**src/rtl/core/pairwise_gravity_force_accumulator_unit_macros.svh**
```systemverilog
// assertion macros used by pgfa_core
`ifndef PAIRWISE_GRAVITY_FORCE_ACCUMULATOR_UNIT_MACROS_SVH
`define PAIRWISE_GRAVITY_FORCE_ACCUMULATOR_UNIT_MACROS_SVH

`ifndef SYNTHESIS

// antecedent in one cycle implies consequent in the next
`define PGFA_ASSERT_NEXT(lbl, ante, cons) \
    lbl: assert property (@(posedge clk) disable iff (!rst_n) (ante) |=> (cons)) \
        else $error("pgfa check failed");

// condition must never hold
`define PGFA_ASSERT_NEVER(lbl, cond) \
    lbl: assert property (@(posedge clk) disable iff (!rst_n) !(cond)) \
        else $error("pgfa check failed");

`else

`define PGFA_ASSERT_NEXT(lbl, ante, cons)
`define PGFA_ASSERT_NEVER(lbl, cond)

`endif

`endif

```
**src/rtl/core/pgfa_pkg.sv**
```systemverilog
package pgfa_pkg;

    // field widths
    localparam int CW   = 32;
    localparam int MW   = 32;
    localparam int SW   = 48;
    localparam int G_W  = 32;
    localparam int SH_W = 6;

    // derived datapath widths
    localparam int AD_W      = CW + 1;
    localparam int RT_W      = CW + 2;
    localparam int SQ_W      = 2 * RT_W;
    localparam int DEN_W     = 3 * RT_W;
    localparam int K_W       = G_W + 2 * MW;
    localparam int Q_W       = SW + 2;
    localparam int ACC_W     = DEN_W + Q_W;
    localparam int MUL_STEPS = RT_W;
    localparam int CNT_W     = $clog2(Q_W + 1);

    // configuration port
    localparam int ADDR_W = 3;
    localparam int DATA_W = 32;
    localparam logic REG_GRAVITY = 1'b0;
    localparam logic REG_SHIFT   = 1'b1;

    typedef struct packed {
        logic [G_W-1:0]  gravity_constant;
        logic [SH_W-1:0] scale_shift;
    } cfg_t;

endpackage

```
**src/rtl/core/pgfa_in_if.sv**
```systemverilog
interface pgfa_in_if import pgfa_pkg::*; ();
    logic                 valid;
    logic                 ready;
    logic signed [CW-1:0] self_x;
    logic signed [CW-1:0] self_y;
    logic signed [CW-1:0] self_z;
    logic signed [CW-1:0] other_x;
    logic signed [CW-1:0] other_y;
    logic signed [CW-1:0] other_z;
    logic [MW-1:0]        self_mass;
    logic [MW-1:0]        other_mass;
    logic                 start_sum;

    modport source (
        output valid, self_x, self_y, self_z, other_x, other_y, other_z,
               self_mass, other_mass, start_sum,
        input  ready
    );
    modport sink (
        input  valid, self_x, self_y, self_z, other_x, other_y, other_z,
               self_mass, other_mass, start_sum,
        output ready
    );
endinterface

```
**src/rtl/core/pgfa_out_if.sv**
```systemverilog
interface pgfa_out_if import pgfa_pkg::*; ();
    logic                 valid;
    logic                 ready;
    logic signed [SW-1:0] force_x;
    logic signed [SW-1:0] force_y;
    logic signed [SW-1:0] force_z;
    logic                 coincident;

    modport source (
        output valid, force_x, force_y, force_z, coincident,
        input  ready
    );
    modport sink (
        input  valid, force_x, force_y, force_z, coincident,
        output ready
    );
endinterface

```
**src/rtl/core/pgfa_cfg.sv**
```systemverilog
module pgfa_cfg import pgfa_pkg::*; (
    input  logic              clk,
    input  logic              rst_n,
    input  logic              psel,
    input  logic              penable,
    input  logic              pwrite,
    input  logic [ADDR_W-1:0] paddr,
    input  logic [DATA_W-1:0] pwdata,
    output logic [DATA_W-1:0] prdata,
    output logic              pready,
    output cfg_t              cfg
);

    logic [G_W-1:0]  gravity_reg;
    logic [SH_W-1:0] shift_reg;
    logic            wr_en;

    assign pready = 1'b1;
    assign wr_en  = psel & penable & pwrite;

    // register writes
    always_ff @(posedge clk or negedge rst_n)
    begin
        if (!rst_n)
        begin
            gravity_reg <= G_W'(1);
            shift_reg   <= '0;
        end
        else if (wr_en)
        begin
            if (paddr[2] == REG_GRAVITY)
                gravity_reg <= pwdata[G_W-1:0];
            else
                shift_reg <= pwdata[SH_W-1:0];
        end
    end

    // read back
    assign prdata = (paddr[2] == REG_SHIFT) ? DATA_W'(shift_reg) : DATA_W'(gravity_reg);

    assign cfg.gravity_constant = gravity_reg;
    assign cfg.scale_shift      = shift_reg;

endmodule

```
**src/rtl/core/pgfa_core.sv**
```systemverilog
`include "pairwise_gravity_force_accumulator_unit_macros.svh"

module pgfa_core import pgfa_pkg::*; (
    input  logic clk,
    input  logic rst_n,
    input  cfg_t cfg,
    pgfa_in_if.sink    item,
    pgfa_out_if.source result
);

    localparam logic [3:0] ST_IDLE = 4'd0;
    localparam logic [3:0] ST_SQ   = 4'd1;
    localparam logic [3:0] ST_SQRT = 4'd2;
    localparam logic [3:0] ST_R2   = 4'd3;
    localparam logic [3:0] ST_R3   = 4'd4;
    localparam logic [3:0] ST_K1   = 4'd5;
    localparam logic [3:0] ST_K2   = 4'd6;
    localparam logic [3:0] ST_KSH  = 4'd7;
    localparam logic [3:0] ST_NUM  = 4'd8;
    localparam logic [3:0] ST_DIV  = 4'd9;
    localparam logic [3:0] ST_ACC  = 4'd10;
    localparam logic [3:0] ST_OUT  = 4'd11;

    localparam logic [CNT_W-1:0] MUL_LAST  = CNT_W'(MUL_STEPS - 1);
    localparam logic [CNT_W-1:0] SQRT_LAST = CNT_W'(RT_W - 1);
    localparam logic [CNT_W-1:0] DIV_LAST  = CNT_W'(Q_W - 1);
    localparam logic signed [SW-1:0] SUM_MAX = {1'b0, {(SW-1){1'b1}}};
    localparam logic signed [SW-1:0] SUM_MIN = {1'b1, {(SW-1){1'b0}}};

    logic [3:0]           state_reg, state_next;
    logic [CNT_W-1:0]     cnt_reg, cnt_next;
    logic [1:0]           axis_reg, axis_next;
    logic [ACC_W-1:0]     acc_reg, acc_next;
    logic [ACC_W-1:0]     mcand_reg, mcand_next;
    logic [RT_W-1:0]      mplier_reg, mplier_next;
    logic [RT_W-1:0]      root_reg, root_next;
    logic [DEN_W-1:0]     den_reg, den_next;
    logic [K_W-1:0]       k_reg, k_next;
    logic [Q_W-1:0]       q_reg, q_next;
    logic [MW-1:0]        m1_reg, m1_next;
    logic [MW-1:0]        m2_reg, m2_next;
    logic [AD_W-1:0]      ad_reg [3];
    logic [AD_W-1:0]      ad_next [3];
    logic [2:0]           neg_reg, neg_next;
    logic                 coinc_reg, coinc_next;
    logic signed [SW-1:0] force_reg [3];
    logic signed [SW-1:0] force_next [3];

    logic [AD_W:0]        dx, dy, dz;
    logic                 coinc_in;
    logic                 accept;
    logic [ACC_W-1:0]     remsh, trial, alu_a, alu_b;
    logic                 alu_sub;
    logic [ACC_W:0]       alu_res;
    logic                 alu_ge;
    logic [ACC_W-1:0]     mul_acc;
    logic [RT_W-1:0]      root_new;
    logic [K_W-1:0]       k_shifted;
    logic [SW:0]          q_sat;
    logic [SW+1:0]        sum_ext, q_ext, sum_t;
    logic signed [SW-1:0] sum_cur, sum_new;

    // sign and magnitude of a coordinate difference
    function automatic logic [AD_W:0] diff_mag(logic signed [CW-1:0] a,
                                                logic signed [CW-1:0] b);
        logic signed [AD_W-1:0] d;
        logic [AD_W-1:0]        m;
        d = AD_W'(a) - AD_W'(b);
        m = d[AD_W-1] ? AD_W'(-d) : AD_W'(d);
        return {d[AD_W-1], m};
    endfunction

    assign dx       = diff_mag(item.self_x, item.other_x);
    assign dy       = diff_mag(item.self_y, item.other_y);
    assign dz       = diff_mag(item.self_z, item.other_z);
    assign coinc_in = (dx[AD_W-1:0] | dy[AD_W-1:0] | dz[AD_W-1:0]) == '0;

    assign item.ready = (state_reg == ST_IDLE);
    assign accept     = item.valid & item.ready;

    // shared add / subtract unit
    assign remsh   = {acc_reg[ACC_W-3:0], mcand_reg[ACC_W-1 -: 2]};
    assign trial   = ACC_W'({root_reg, 2'b01});
    assign alu_a   = (state_reg == ST_SQRT) ? remsh : acc_reg;
    assign alu_b   = (state_reg == ST_SQRT) ? trial : mcand_reg;
    assign alu_sub = (state_reg == ST_SQRT) || (state_reg == ST_DIV);
    assign alu_res = {1'b0, alu_a} + {1'b0, (alu_sub ? ~alu_b : alu_b)}
                     + (ACC_W+1)'(alu_sub);
    assign alu_ge  = alu_res[ACC_W];
    assign mul_acc = mplier_reg[0] ? alu_res[ACC_W-1:0] : acc_reg;

    assign root_new  = {root_reg[RT_W-2:0], alu_ge};
    assign k_shifted = acc_reg[K_W-1:0] >> cfg.scale_shift;

    // saturating update of one force sum
    assign q_sat   = (q_reg[Q_W-1:SW] != '0) ? {1'b1, {SW{1'b0}}} : {1'b0, q_reg[SW-1:0]};
    assign sum_cur = force_reg[axis_reg];
    assign sum_ext = {{2{sum_cur[SW-1]}}, sum_cur};
    assign q_ext   = {1'b0, q_sat};
    assign sum_t   = neg_reg[0] ? (sum_ext + q_ext) : (sum_ext - q_ext);
    always_comb
    begin
        if ((sum_t[SW+1:SW-1] == 3'b000) || (sum_t[SW+1:SW-1] == 3'b111))
            sum_new = sum_t[SW-1:0];
        else if (sum_t[SW+1])
            sum_new = SUM_MIN;
        else
            sum_new = SUM_MAX;
    end

    // sequencer
    always_comb
    begin
        state_next  = state_reg;
        cnt_next    = cnt_reg;
        axis_next   = axis_reg;
        acc_next    = acc_reg;
        mcand_next  = mcand_reg;
        mplier_next = mplier_reg;
        root_next   = root_reg;
        den_next    = den_reg;
        k_next      = k_reg;
        q_next      = q_reg;
        m1_next     = m1_reg;
        m2_next     = m2_reg;
        neg_next    = neg_reg;
        coinc_next  = coinc_reg;
        for (int i = 0; i < 3; i++)
        begin
            ad_next[i]    = ad_reg[i];
            force_next[i] = force_reg[i];
        end

        case (state_reg)
            ST_IDLE:
            begin
                if (accept)
                begin
                    ad_next[0]  = dx[AD_W-1:0];
                    ad_next[1]  = dy[AD_W-1:0];
                    ad_next[2]  = dz[AD_W-1:0];
                    neg_next    = {dz[AD_W], dy[AD_W], dx[AD_W]};
                    m1_next     = item.self_mass;
                    m2_next     = item.other_mass;
                    coinc_next  = coinc_in;
                    if (item.start_sum)
                    begin
                        for (int i = 0; i < 3; i++)
                            force_next[i] = '0;
                    end
                    acc_next    = '0;
                    mcand_next  = ACC_W'(dx[AD_W-1:0]);
                    mplier_next = RT_W'(dx[AD_W-1:0]);
                    cnt_next    = MUL_LAST;
                    axis_next   = 2'd0;
                    state_next  = coinc_in ? ST_OUT : ST_SQ;
                end
            end

            ST_SQ:
            begin
                acc_next    = mul_acc;
                mcand_next  = mcand_reg << 1;
                mplier_next = mplier_reg >> 1;
                cnt_next    = cnt_reg - 1'b1;
                if (cnt_reg == '0)
                begin
                    // rotate so the next axis sits in place zero
                    ad_next[0] = ad_reg[1];
                    ad_next[1] = ad_reg[2];
                    ad_next[2] = ad_reg[0];
                    neg_next   = {neg_reg[0], neg_reg[2:1]};
                    if (axis_reg == 2'd2)
                    begin
                        acc_next   = '0;
                        mcand_next = {mul_acc[SQ_W-1:0], {(ACC_W-SQ_W){1'b0}}};
                        root_next  = '0;
                        cnt_next   = SQRT_LAST;
                        axis_next  = 2'd0;
                        state_next = ST_SQRT;
                    end
                    else
                    begin
                        mcand_next  = ACC_W'(ad_reg[1]);
                        mplier_next = RT_W'(ad_reg[1]);
                        cnt_next    = MUL_LAST;
                        axis_next   = axis_reg + 1'b1;
                    end
                end
            end

            ST_SQRT:
            begin
                acc_next   = alu_ge ? alu_res[ACC_W-1:0] : remsh;
                root_next  = root_new;
                mcand_next = mcand_reg << 2;
                cnt_next   = cnt_reg - 1'b1;
                if (cnt_reg == '0)
                begin
                    acc_next    = '0;
                    mcand_next  = ACC_W'(root_new);
                    mplier_next = root_new;
                    cnt_next    = MUL_LAST;
                    state_next  = ST_R2;
                end
            end

            ST_R2, ST_R3, ST_K1, ST_K2:
            begin
                acc_next    = mul_acc;
                mcand_next  = mcand_reg << 1;
                mplier_next = mplier_reg >> 1;
                cnt_next    = cnt_reg - 1'b1;
                if (cnt_reg == '0)
                begin
                    acc_next   = '0;
                    mcand_next = mul_acc;
                    cnt_next   = MUL_LAST;
                    case (state_reg)
                        ST_R2:
                        begin
                            mplier_next = root_reg;
                            state_next  = ST_R3;
                        end
                        ST_R3:
                        begin
                            den_next    = mul_acc[DEN_W-1:0];
                            mcand_next  = ACC_W'(cfg.gravity_constant);
                            mplier_next = RT_W'(m1_reg);
                            state_next  = ST_K1;
                        end
                        ST_K1:
                        begin
                            mplier_next = RT_W'(m2_reg);
                            state_next  = ST_K2;
                        end
                        default:
                        begin
                            acc_next   = mul_acc;
                            state_next = ST_KSH;
                        end
                    endcase
                end
            end

            ST_KSH:
            begin
                k_next      = k_shifted;
                acc_next    = '0;
                mcand_next  = ACC_W'(k_shifted);
                mplier_next = RT_W'(ad_reg[0]);
                cnt_next    = MUL_LAST;
                axis_next   = 2'd0;
                state_next  = ST_NUM;
            end

            ST_NUM:
            begin
                acc_next    = mul_acc;
                mcand_next  = mcand_reg << 1;
                mplier_next = mplier_reg >> 1;
                cnt_next    = cnt_reg - 1'b1;
                if (cnt_reg == '0)
                begin
                    mcand_next = ACC_W'(den_reg) << (Q_W - 1);
                    q_next     = '0;
                    cnt_next   = DIV_LAST;
                    state_next = ST_DIV;
                end
            end

            ST_DIV:
            begin
                if (alu_ge)
                    acc_next = alu_res[ACC_W-1:0];
                q_next     = {q_reg[Q_W-2:0], alu_ge};
                mcand_next = mcand_reg >> 1;
                cnt_next   = cnt_reg - 1'b1;
                if (cnt_reg == '0)
                    state_next = ST_ACC;
            end

            ST_ACC:
            begin
                force_next[axis_reg] = sum_new;
                ad_next[0] = ad_reg[1];
                ad_next[1] = ad_reg[2];
                ad_next[2] = ad_reg[0];
                neg_next   = {neg_reg[0], neg_reg[2:1]};
                if (axis_reg == 2'd2)
                    state_next = ST_OUT;
                else
                begin
                    acc_next    = '0;
                    mcand_next  = ACC_W'(k_reg);
                    mplier_next = RT_W'(ad_reg[1]);
                    cnt_next    = MUL_LAST;
                    axis_next   = axis_reg + 1'b1;
                    state_next  = ST_NUM;
                end
            end

            ST_OUT:
            begin
                if (result.ready)
                    state_next = ST_IDLE;
            end

            default:
            begin
                state_next = ST_IDLE;
            end
        endcase
    end

    // control and sum state
    always_ff @(posedge clk or negedge rst_n)
    begin
        if (!rst_n)
        begin
            state_reg <= ST_IDLE;
            cnt_reg   <= '0;
            axis_reg  <= 2'd0;
            for (int i = 0; i < 3; i++)
                force_reg[i] <= '0;
        end
        else
        begin
            state_reg <= state_next;
            cnt_reg   <= cnt_next;
            axis_reg  <= axis_next;
            for (int i = 0; i < 3; i++)
                force_reg[i] <= force_next[i];
        end
    end

    // datapath registers
    always_ff @(posedge clk)
    begin
        acc_reg    <= acc_next;
        mcand_reg  <= mcand_next;
        mplier_reg <= mplier_next;
        root_reg   <= root_next;
        den_reg    <= den_next;
        k_reg      <= k_next;
        q_reg      <= q_next;
        m1_reg     <= m1_next;
        m2_reg     <= m2_next;
        neg_reg    <= neg_next;
        coinc_reg  <= coinc_next;
        for (int i = 0; i < 3; i++)
            ad_reg[i] <= ad_next[i];
    end

    // result word
    assign result.valid      = (state_reg == ST_OUT);
    assign result.force_x    = force_reg[0];
    assign result.force_y    = force_reg[1];
    assign result.force_z    = force_reg[2];
    assign result.coincident = coinc_reg;

    // checks
    `PGFA_ASSERT_NEVER(a_ready_while_result, item.ready && result.valid)
    `PGFA_ASSERT_NEXT(a_coincident_direct, accept && coinc_in, result.valid && coinc_reg)
    `PGFA_ASSERT_NEXT(a_div_to_acc, state_reg == ST_DIV && cnt_reg == '0, state_reg == ST_ACC)

endmodule

```
**src/rtl/core/pairwise_gravity_force_accumulator_unit.sv**
```systemverilog
// Pairwise gravity force accumulator: each input word carries two bodies' positions and
// masses; the block adds -((G*m1*m2) >> shift) * d / |d|^3 per axis to three saturating
// 48-bit force sums and returns the running sums in one result word. start_sum clears the
// sums first. A pair with equal positions adds nothing and goes from idle straight to the
// result state with coincident set. Any other pair runs on one 152-bit add/subtract
// unit that retires one multiplier bit, one root bit or one quotient bit per cycle:
// 3 squares, the square root, r^3 and G*m1*m2 (two multiplies each), the scale shift,
// then per axis a multiply, a divide and an update of the force sum.
// One pair is in flight at a time; input ready is low until the result word is taken.
module pairwise_gravity_force_accumulator_unit import pgfa_pkg::*; (
    input  logic              clk,
    input  logic              rst_n,
    pgfa_in_if.sink           item,
    pgfa_out_if.source        result,
    input  logic              psel,
    input  logic              penable,
    input  logic              pwrite,
    input  logic [ADDR_W-1:0] paddr,
    input  logic [DATA_W-1:0] pwdata,
    output logic [DATA_W-1:0] prdata,
    output logic              pready
);

    cfg_t cfg;

    // configuration registers
    pgfa_cfg u_cfg (
        .clk     (clk),
        .rst_n   (rst_n),
        .psel    (psel),
        .penable (penable),
        .pwrite  (pwrite),
        .paddr   (paddr),
        .pwdata  (pwdata),
        .prdata  (prdata),
        .pready  (pready),
        .cfg     (cfg)
    );

    // force computation
    pgfa_core u_core (
        .clk    (clk),
        .rst_n  (rst_n),
        .cfg    (cfg),
        .item   (item),
        .result (result)
    );

endmodule
```
**src/flat_wrapper.sv**
```systemverilog
// flat-port wrapper written by rule: the top's interface ports become plain ports
module pairwise_gravity_force_accumulator_unit_flat import pgfa_pkg::*;
  (clk, rst_n, psel, penable, pwrite, paddr, pwdata, prdata, pready, item_valid, item_self_x, item_self_y, item_self_z, item_other_x, item_other_y, item_other_z, item_self_mass, item_other_mass, item_start_sum, item_ready, result_valid, result_force_x, result_force_y, result_force_z, result_coincident, result_ready);
  pgfa_in_if item_i ();
  pgfa_out_if result_i ();
  input  logic clk;
  input  logic rst_n;
  input  logic psel;
  input  logic penable;
  input  logic pwrite;
  input  logic [ADDR_W-1:0] paddr;
  input  logic [DATA_W-1:0] pwdata;
  output logic [DATA_W-1:0] prdata;
  output logic pready;
  input wire logic [$bits(item_i.valid)-1:0] item_valid;
  input wire logic [$bits(item_i.self_x)-1:0] item_self_x;
  input wire logic [$bits(item_i.self_y)-1:0] item_self_y;
  input wire logic [$bits(item_i.self_z)-1:0] item_self_z;
  input wire logic [$bits(item_i.other_x)-1:0] item_other_x;
  input wire logic [$bits(item_i.other_y)-1:0] item_other_y;
  input wire logic [$bits(item_i.other_z)-1:0] item_other_z;
  input wire logic [$bits(item_i.self_mass)-1:0] item_self_mass;
  input wire logic [$bits(item_i.other_mass)-1:0] item_other_mass;
  input wire logic [$bits(item_i.start_sum)-1:0] item_start_sum;
  output wire logic [$bits(item_i.ready)-1:0] item_ready;
  output wire logic [$bits(result_i.valid)-1:0] result_valid;
  output wire logic [$bits(result_i.force_x)-1:0] result_force_x;
  output wire logic [$bits(result_i.force_y)-1:0] result_force_y;
  output wire logic [$bits(result_i.force_z)-1:0] result_force_z;
  output wire logic [$bits(result_i.coincident)-1:0] result_coincident;
  input wire logic [$bits(result_i.ready)-1:0] result_ready;
  assign item_i.valid = item_valid;
  assign item_i.self_x = item_self_x;
  assign item_i.self_y = item_self_y;
  assign item_i.self_z = item_self_z;
  assign item_i.other_x = item_other_x;
  assign item_i.other_y = item_other_y;
  assign item_i.other_z = item_other_z;
  assign item_i.self_mass = item_self_mass;
  assign item_i.other_mass = item_other_mass;
  assign item_i.start_sum = item_start_sum;
  assign item_ready = item_i.ready;
  assign result_valid = result_i.valid;
  assign result_force_x = result_i.force_x;
  assign result_force_y = result_i.force_y;
  assign result_force_z = result_i.force_z;
  assign result_coincident = result_i.coincident;
  assign result_i.ready = result_ready;
  pairwise_gravity_force_accumulator_unit u_core (.clk(clk), .rst_n(rst_n), .item(item_i), .result(result_i), .psel(psel), .penable(penable), .pwrite(pwrite), .paddr(paddr), .pwdata(pwdata), .prdata(prdata), .pready(pready));
endmodule
```
**config.mk**
```make
export PLATFORM = sky130hd
export DESIGN_NAME = pairwise_gravity_force_accumulator_unit_flat
export DESIGN_NICKNAME = d
export VERILOG_FILES = /design/src/rtl/core/pgfa_pkg.sv /design/src/rtl/core/pgfa_in_if.sv /design/src/rtl/core/pgfa_out_if.sv /design/src/rtl/core/pgfa_cfg.sv /design/src/rtl/core/pgfa_core.sv /design/src/rtl/core/pairwise_gravity_force_accumulator_unit.sv /design/src/flat_wrapper.sv
export VERILOG_INCLUDE_DIRS = /design/src /design/src/rtl/core
export SDC_FILE = /design/constraint.sdc
export NUM_CORES = 2
export LEC_CHECK = 0
export BUFFER_PORTS_ARGS = -buffer_cell sky130_fd_sc_hd__buf_2
export CAP_MARGIN = 20
export CORE_MARGIN = 3
export CORE_UTILIZATION = 38
export CTS_CLUSTER_SIZE = 20
export DETAILED_ROUTE_END_ITERATION = 16
export GPL_TIMING_DRIVEN = 0
export PLACE_DENSITY = 0.57
export SLEW_MARGIN = 10
export SYNTH_ARGS = -nofsm -noshare
export SYNTH_HDL_FRONTEND = slang
export SYNTH_SLANG_ARGS = --single-unit
export TNS_END_PERCENT = 30
```
**constraint.sdc**
```tcl
create_clock -name clk -period 11.3 [get_ports clk]
set_input_delay 0.565 -clock clk [delete_from_list [all_inputs] [get_ports clk]]
set_output_delay 0.565 -clock clk [all_outputs]
set_load 0.02 [all_outputs]
```
# Word-level counts from Yosys, hierarchy flattened
# Memories as Yosys holds them, arrays and structs flattened.
# Cells that the tools add are included.
# Widths: inputs -> output; s select.
dict set report totals {
  regBits 882
  mem_bits_rw 99
  inputBits 299
  wordCells 181
  mem_count 1
}
dict set report op_classes {
  addsub 12
  magnitude_cmp 2
  eq_ne 24
  shifts 1
  muxes 81
  bitwise_logic 8
  reduce_logical 33
}
# name depth word_bits read_ports rd_ports_with_merged_regs write_ports line
set memory_table {}
lappend memory_table {u_core.u_core.ad_reg 3 33 3 0 3 pgfa_core.sv:42} ;# logic [AD_W-1:0] ad_reg [3];
# cell n
set ops {}
lappend ops {{$mux 152} 21}
lappend ops {{$pmux 152 s8} 2}
lappend ops {{$pmux 99 s3} 1}
lappend ops {{$mux 144} 2}
lappend ops {{$pmux 144 s2} 1}
lappend ops {{$mux 48} 5}
lappend ops {{$pmux 34 s7} 1}
lappend ops {{$mux 34} 6}
lappend ops {{$mux 99} 2}
lappend ops {{$mux 33} 5}
lappend ops {{$add 152x152->153} 1}
lappend ops {{$add 153x1->153} 1}
lappend ops {{$not 152->152} 1}
lappend ops {{$bwmux 144} 1}
lappend ops {{$pmux 34 s3} 1}
lappend ops {{$mux 50} 2}
lappend ops {{$pmux 50 s2} 1}
lappend ops {{$neg 33->33} 3}
lappend ops {{$sub 32x32->33} 3}
lappend ops {{$bmux 48 s2} 1}
lappend ops {{$demux 48 s2} 1}
lappend ops {{$shr 96x6->96} 1}
lappend ops {{$pmux 34 s2} 1}
lappend ops {{$or 33x33->33} 2}
lappend ops {{47 further kinds} 95}

# Depth between registers and ports, before layout
dict set report depth {
  depth_word 11
  ltp_mapped 30
}

# Hierarchy
# A second synthesis with hierarchy kept.
dict set report hier_totals {
  cells_unflattened 9364
  area_unflattened_um2 80463.4
}
# mod instances cells_per_inst area_each_um2
set modules_own_cells {}
lappend modules_own_cells {pgfa_core 1 9245 78641.7}
lappend modules_own_cells {pgfa_cfg 1 119 1821.7}

# Worst setup path after synthesis
# No wires, ideal clock.
dict set report synth_timing {
  path_type {register to register}
  startpoint {register u_core.u_core.state_reg[0]}
  endpoint {register u_core.u_core.acc_reg[0] (enable)}
  setup_ns 0.667
  arrival_time_ns 11.323
  required_time_ns 10.633
  slack_ns -0.690
  stages_incl_launch_ff 24
  cell_sequence {dfrtp_1 -> clkbuf_1 -> clkbuf_1 -> nand2b_1 -> nor2_1 -> clkbuf_1 -> clkbuf_1 -> clkbuf_1 -> xnor2_1 -> a21oi_1 -> ha_1 -> clkbuf_1 -> nand2_1 -> o21ai_0 -> nor2_1 -> a2111o_1 -> a21oi_1 -> a211oi_1 -> o21ba_2 -> o21ai_0 -> a211o_1 -> a21o_1 -> nor2_1 -> nor2_1}
}
dict set report synth_via {
  elab_chain_cells 8
}
# item line
set synth_lines {}
lappend synth_lines {{start, declared} pgfa_core.sv:30} ;# logic [3:0] state_reg, state_next;
lappend synth_lines {{start signal, assigned} pgfa_core.sv:329} ;# state_reg <= state_next;
lappend synth_lines {{$eq 4x2->1} --}
lappend synth_lines {{$mux 152} pgfa_core.sv:85} ;# assign alu_b = (state_reg == ST_SQRT) ? trial : mcand_reg;
lappend synth_lines {{$not 152->152} pgfa_core.sv:87} ;# assign alu_res = {1'b0, alu_a} + {1'b0, (alu_sub ? ~alu_b : alu_b)}
lappend synth_lines {{$mux 152} pgfa_core.sv:87}
lappend synth_lines {{$add 152x152->153} pgfa_core.sv:87}
lappend synth_lines {{$add 153x1->153} pgfa_core.sv:88} ;# + (ACC_W+1)'(alu_sub);
lappend synth_lines {{$ne 2x2->1 (no source line)} --}
lappend synth_lines {{$reduce_and 4->1 (no source line) (*)} --}
lappend synth_lines {{end signal, assigned} pgfa_core.sv:340} ;# acc_reg <= acc_next;
lappend synth_lines {{end, declared} pgfa_core.sv:33} ;# logic [ACC_W-1:0] acc_reg, acc_next;
# Every way passes the cells marked *; elsewhere a longest branch is shown, timed or not.
# A chain may end at the register's enable or synchronous reset.

# Worst setup path in the final report
dict set report layout_timing {
  startpoint {register u_core.u_core.state_reg[1]}
  endpoint {register u_core.u_core.acc_reg[3] (data pin)}
}
dict set report layout_via {
  elab_chain_cells 10
}
# item line
set layout_lines {}
lappend layout_lines {{$eq 4x2->1} --}
lappend layout_lines {{$mux 152} pgfa_core.sv:85}
lappend layout_lines {{$not 152->152} pgfa_core.sv:87}
lappend layout_lines {{$mux 152} pgfa_core.sv:87}
lappend layout_lines {{$add 152x152->153} pgfa_core.sv:87}
lappend layout_lines {{$add 153x1->153} pgfa_core.sv:88}
lappend layout_lines {{$mux 152} pgfa_core.sv:90} ;# assign mul_acc = mplier_reg[0] ? alu_res[ACC_W-1:0] : acc_reg;
lappend layout_lines {{$mux 152, on equally long branches} {pgfa_core.sv:219, pgfa_core.sv:173}}
lappend layout_lines {{$mux 152, on equally long branches} {pgfa_core.sv:214, pgfa_core.sv:166}}
lappend layout_lines {{$pmux 152 s8 (*)} pgfa_core.sv:134} ;# case (state_reg)
# Every way passes the cells marked *; elsewhere a longest branch is shown, timed or not. The select of a mux whose other input is x is not followed.

==> impl_summary.log <==
[metrics] synthesized instance count: 9576
[metrics] Avg Inst Size Synth: 8.50 um^2
[metrics] Final Core Density: 0.442
[metrics] violations in the final reports: negative setup slack
[metrics] wire length of the first global-routing pass: 632000 um
[metrics] ratio of cells with drive above 1 in the final layout: 0.113
[metrics] number of post-CTS setup repair buffers: 0
[metrics] overall track demand over capacity in global routing: 0.404
[metrics] height of the die: 469 um
[metrics] leading register cell type out of synthesis: sky130_fd_sc_hd__edfxtp_1
[metrics] # Max-Cap Violations: 0
[metrics] f_max: 0.0880 GHz
[metrics] final period demand of the worst path: 11.36 ns
[metrics] leading cell types in the layout, fill and taps excluded: sky130_fd_sc_hd__nand2_1 (1592), sky130_fd_sc_hd__o21ai_0 (923), sky130_fd_sc_hd__edfxtp_1 (787), sky130_fd_sc_hd__a21oi_1 (725), sky130_fd_sc_hd__nor2_1 (616)
[metrics] dominant cell type by count on the critical path: sky130_fd_sc_hd__clkbuf_1
[metrics] Initial Util: 0.383
[metrics] unrepaired setup endpoints after global routing: false
[metrics] met1 usage in global routing: 0.528
[metrics] worst endpoint data arrival time: 11.96 ns
[metrics] critical path class: flop to flop
[metrics] worst-skew pair later-pin latency: 0.83 ns
[metrics] DRC violation total after the first TritonRoute iteration: 13700
[metrics] total gr overflow: 0
[metrics] Routed Wire Length: 464000 um
[metrics] number of global-route vias before repair: 80600
[metrics] initial antenna violation count: 64
[metrics] endpoints failing setup: 11
[metrics] number of max-slew violations in the final report: 0
[metrics] Required @ worst endpoint: 11.89 ns
[metrics] Startpoint Class: flop
[metrics] part of the cycle the worst path needs: 1.01
[metrics] post-synthesis cell type count: 101
[metrics] first drt pass iteration count: 14
[metrics] share of synthesized registers carrying an async set or reset: 0.198
[metrics] post-route clock skew: 0.0616 ns
[metrics] Core Area: 213000 um^2
[metrics] number of hold violations in the final report: 0
[metrics] P&R area growth vs syn: 15.5%
[metrics] die width: 469 um
[metrics] TritonCTS clock tree: done
[metrics] buffering stage count on the worst path with inverters included: 10
[metrics] headroom to the max-slew limit: 0.0723
[metrics] cell with the biggest individual delay on the critical path: sky130_fd_sc_hd__a21oi_2
[metrics] number of top-level design ports: 479
[metrics] critical path peak fanout: 10
[metrics] number of flops mapped to enable cells by yosys: 787
[metrics] Clock transition at path regs: 0.06 ns
[metrics] grt met3 use: 0.119
[metrics] average vias per placed instance: 6.59
[metrics] GRT Max-Usage Layer: met2
[metrics] yosys warns: 0
[metrics] HPWL Detailed: 376000 um
[metrics] fill cell instance count of the final layout: 21400
[metrics] library cell used as clock root buffer: sky130_fd_sc_hd__clkbuf_16
[metrics] wire length per cell: 34.8 um
[metrics] area of the die: 220000 um^2
[metrics] buffers added on ports: 474
[metrics] sequential area share after synthesis: 0.350
[metrics] outcome: finished, violations left
[metrics] syn nets: 10200
[metrics] buffers from clock root to sink, at most: 3
[metrics] Residual DRC: 0
[metrics] setup slack at placement: -2.12 ns
[metrics] Worst-Margin Slew: 1.39 ns
[metrics] net total in the final layout: 11000
[metrics] delay of the slowest cell on the worst path: 0.75 ns
[metrics] global-route met2 utilization: 0.592
[metrics] number of storage elements in the synthesis netlist: 981
[metrics] TritonCTS Sinks: 981
[metrics] leading cell type in the layout, fill and taps excluded: sky130_fd_sc_hd__nand2_1
[metrics] depth of the CTS H-tree: 3
[metrics] Worst setup EP type: flop
[metrics] Final GP Congestion: 1.07
[metrics] category of cells accounting for the largest share of critical-path delay: buffers and inverters
[metrics] min-delay worst type: primary input to flop
[metrics] Final Worst Setup Slack: -0.0644 ns
[metrics] TritonCTS buffer count: 115
[metrics] maximum number of pins on one net before global-route repair: 81
[metrics] standard-cell rows: 169
[metrics] final antenna-violating net count: 0
[metrics] cell area after technology mapping: 81400 um^2
[metrics] Via Count: 87900
[metrics] Hold Worst Slack: 0.0242 ns
-- cell type report --
cell class | count | area [um^2] | share of cell area
sequential | 981 | 28500 | 0.303
tap | 2821 | 3530 | 0.0375
clock inverter | 63 | 561 | 0.00596
antenna | 48 | 120 | 0.00128
multi-input combinational | 7605 | 49400 | 0.526
timing repair buffer | 681 | 4870 | 0.0518
clock buffer | 153 | 3200 | 0.0340
buffer | 672 | 2590 | 0.0276
inverter | 318 | 1200 | 0.0128
-- logic make-up after synthesis --
kind of cell    after synthesis  share of synthesized area
xor+xnor                    527                     0.0569
other cells                   1                  0.0000461
compound gates             3146                      0.251
buf+inv                     990                     0.0459
flops                       981                      0.350
fa+ha+maj                   311                     0.0483
mux                         515                     0.0782
simple gates               3105                      0.170
-- synth_stat cells, drive strengths merged (138+ instances only) --
| master | number | share of area |
|---|---|---|
| a21o | 162 | 0.015 |
| a21oi | 731 | 0.045 |
| a22oi | 213 | 0.020 |
| clkbuf | 581 | 0.027 |
| dfrtp | 193 | 0.059 |
| edfxtp | 787 | 0.29 |
| ha | 306 | 0.047 |
| inv | 317 | 0.015 |
| mux2 | 175 | 0.024 |
| mux2i | 261 | 0.032 |
| nand2 | 1592 | 0.073 |
| nor2 | 624 | 0.029 |
| o21ai | 938 | 0.058 |
| xnor2 | 389 | 0.042 |
| xor2 | 138 | 0.015 |
-- routing by layer --
| layer | vias up | share of wire |
|---|---|---|
| met5 | - | 0.0011 |
| met4 | 34 | 0.067 |
| met3 | 1232 | 0.12 |
| met2 | 6001 | 0.42 |
| met1 | 43300 | 0.39 |
| li1 | 37400 | - |
-- stage by stage --
step / TNS (ns) / area (um^2) / instances
after floorplan: 0 / 81400 / 9576
after global placement: -1540.96 / 87300 / 12900
after detailed placement: -320.81 / 89100 / 13000
after CTS: 0 / 93700 / 13300
after global routing: 0 / 93900 / 13300
final: -0.415 / 94000 / 13300
-- path summary, 6_finish.rpt --
check	startpoint	to	slack, ns	cells past startpoint
worst max-delay path	u_core.u_core.state_reg[1]	u_core.u_core.acc_reg[3]	-0.06	27
worst min-delay path	item_other_mass[4]	u_core.u_core.m2_reg[4]	0.02	1
worst max register to register	u_core.u_core.state_reg[1]	u_core.u_core.acc_reg[3]	-0.06	27
worst min register to register	u_core.u_core.result.force_x[12]	u_core.u_core.result.force_x[12]	0.50	2
max in group asynchronous	rst_n	u_core.u_cfg.gravity_reg[15]	10.12	3
min in group asynchronous	rst_n	u_core.u_core.result.force_x[20]	0.28	2
-- timing repair --
| action | CTS | global route |
|---|---|---|
| pin swaps | 0 | 0 |
| hold buffers | 88 | 0 |
| hold endpoints to repair | 136 | 0 |
| resized for setup | 16 | 14 |
| setup endpoints to repair | 341 | 100 |
Power is left out: the tool's default activity adds up to more than one toggle a clock period on the data nets, which glitch-free logic cannot reach.
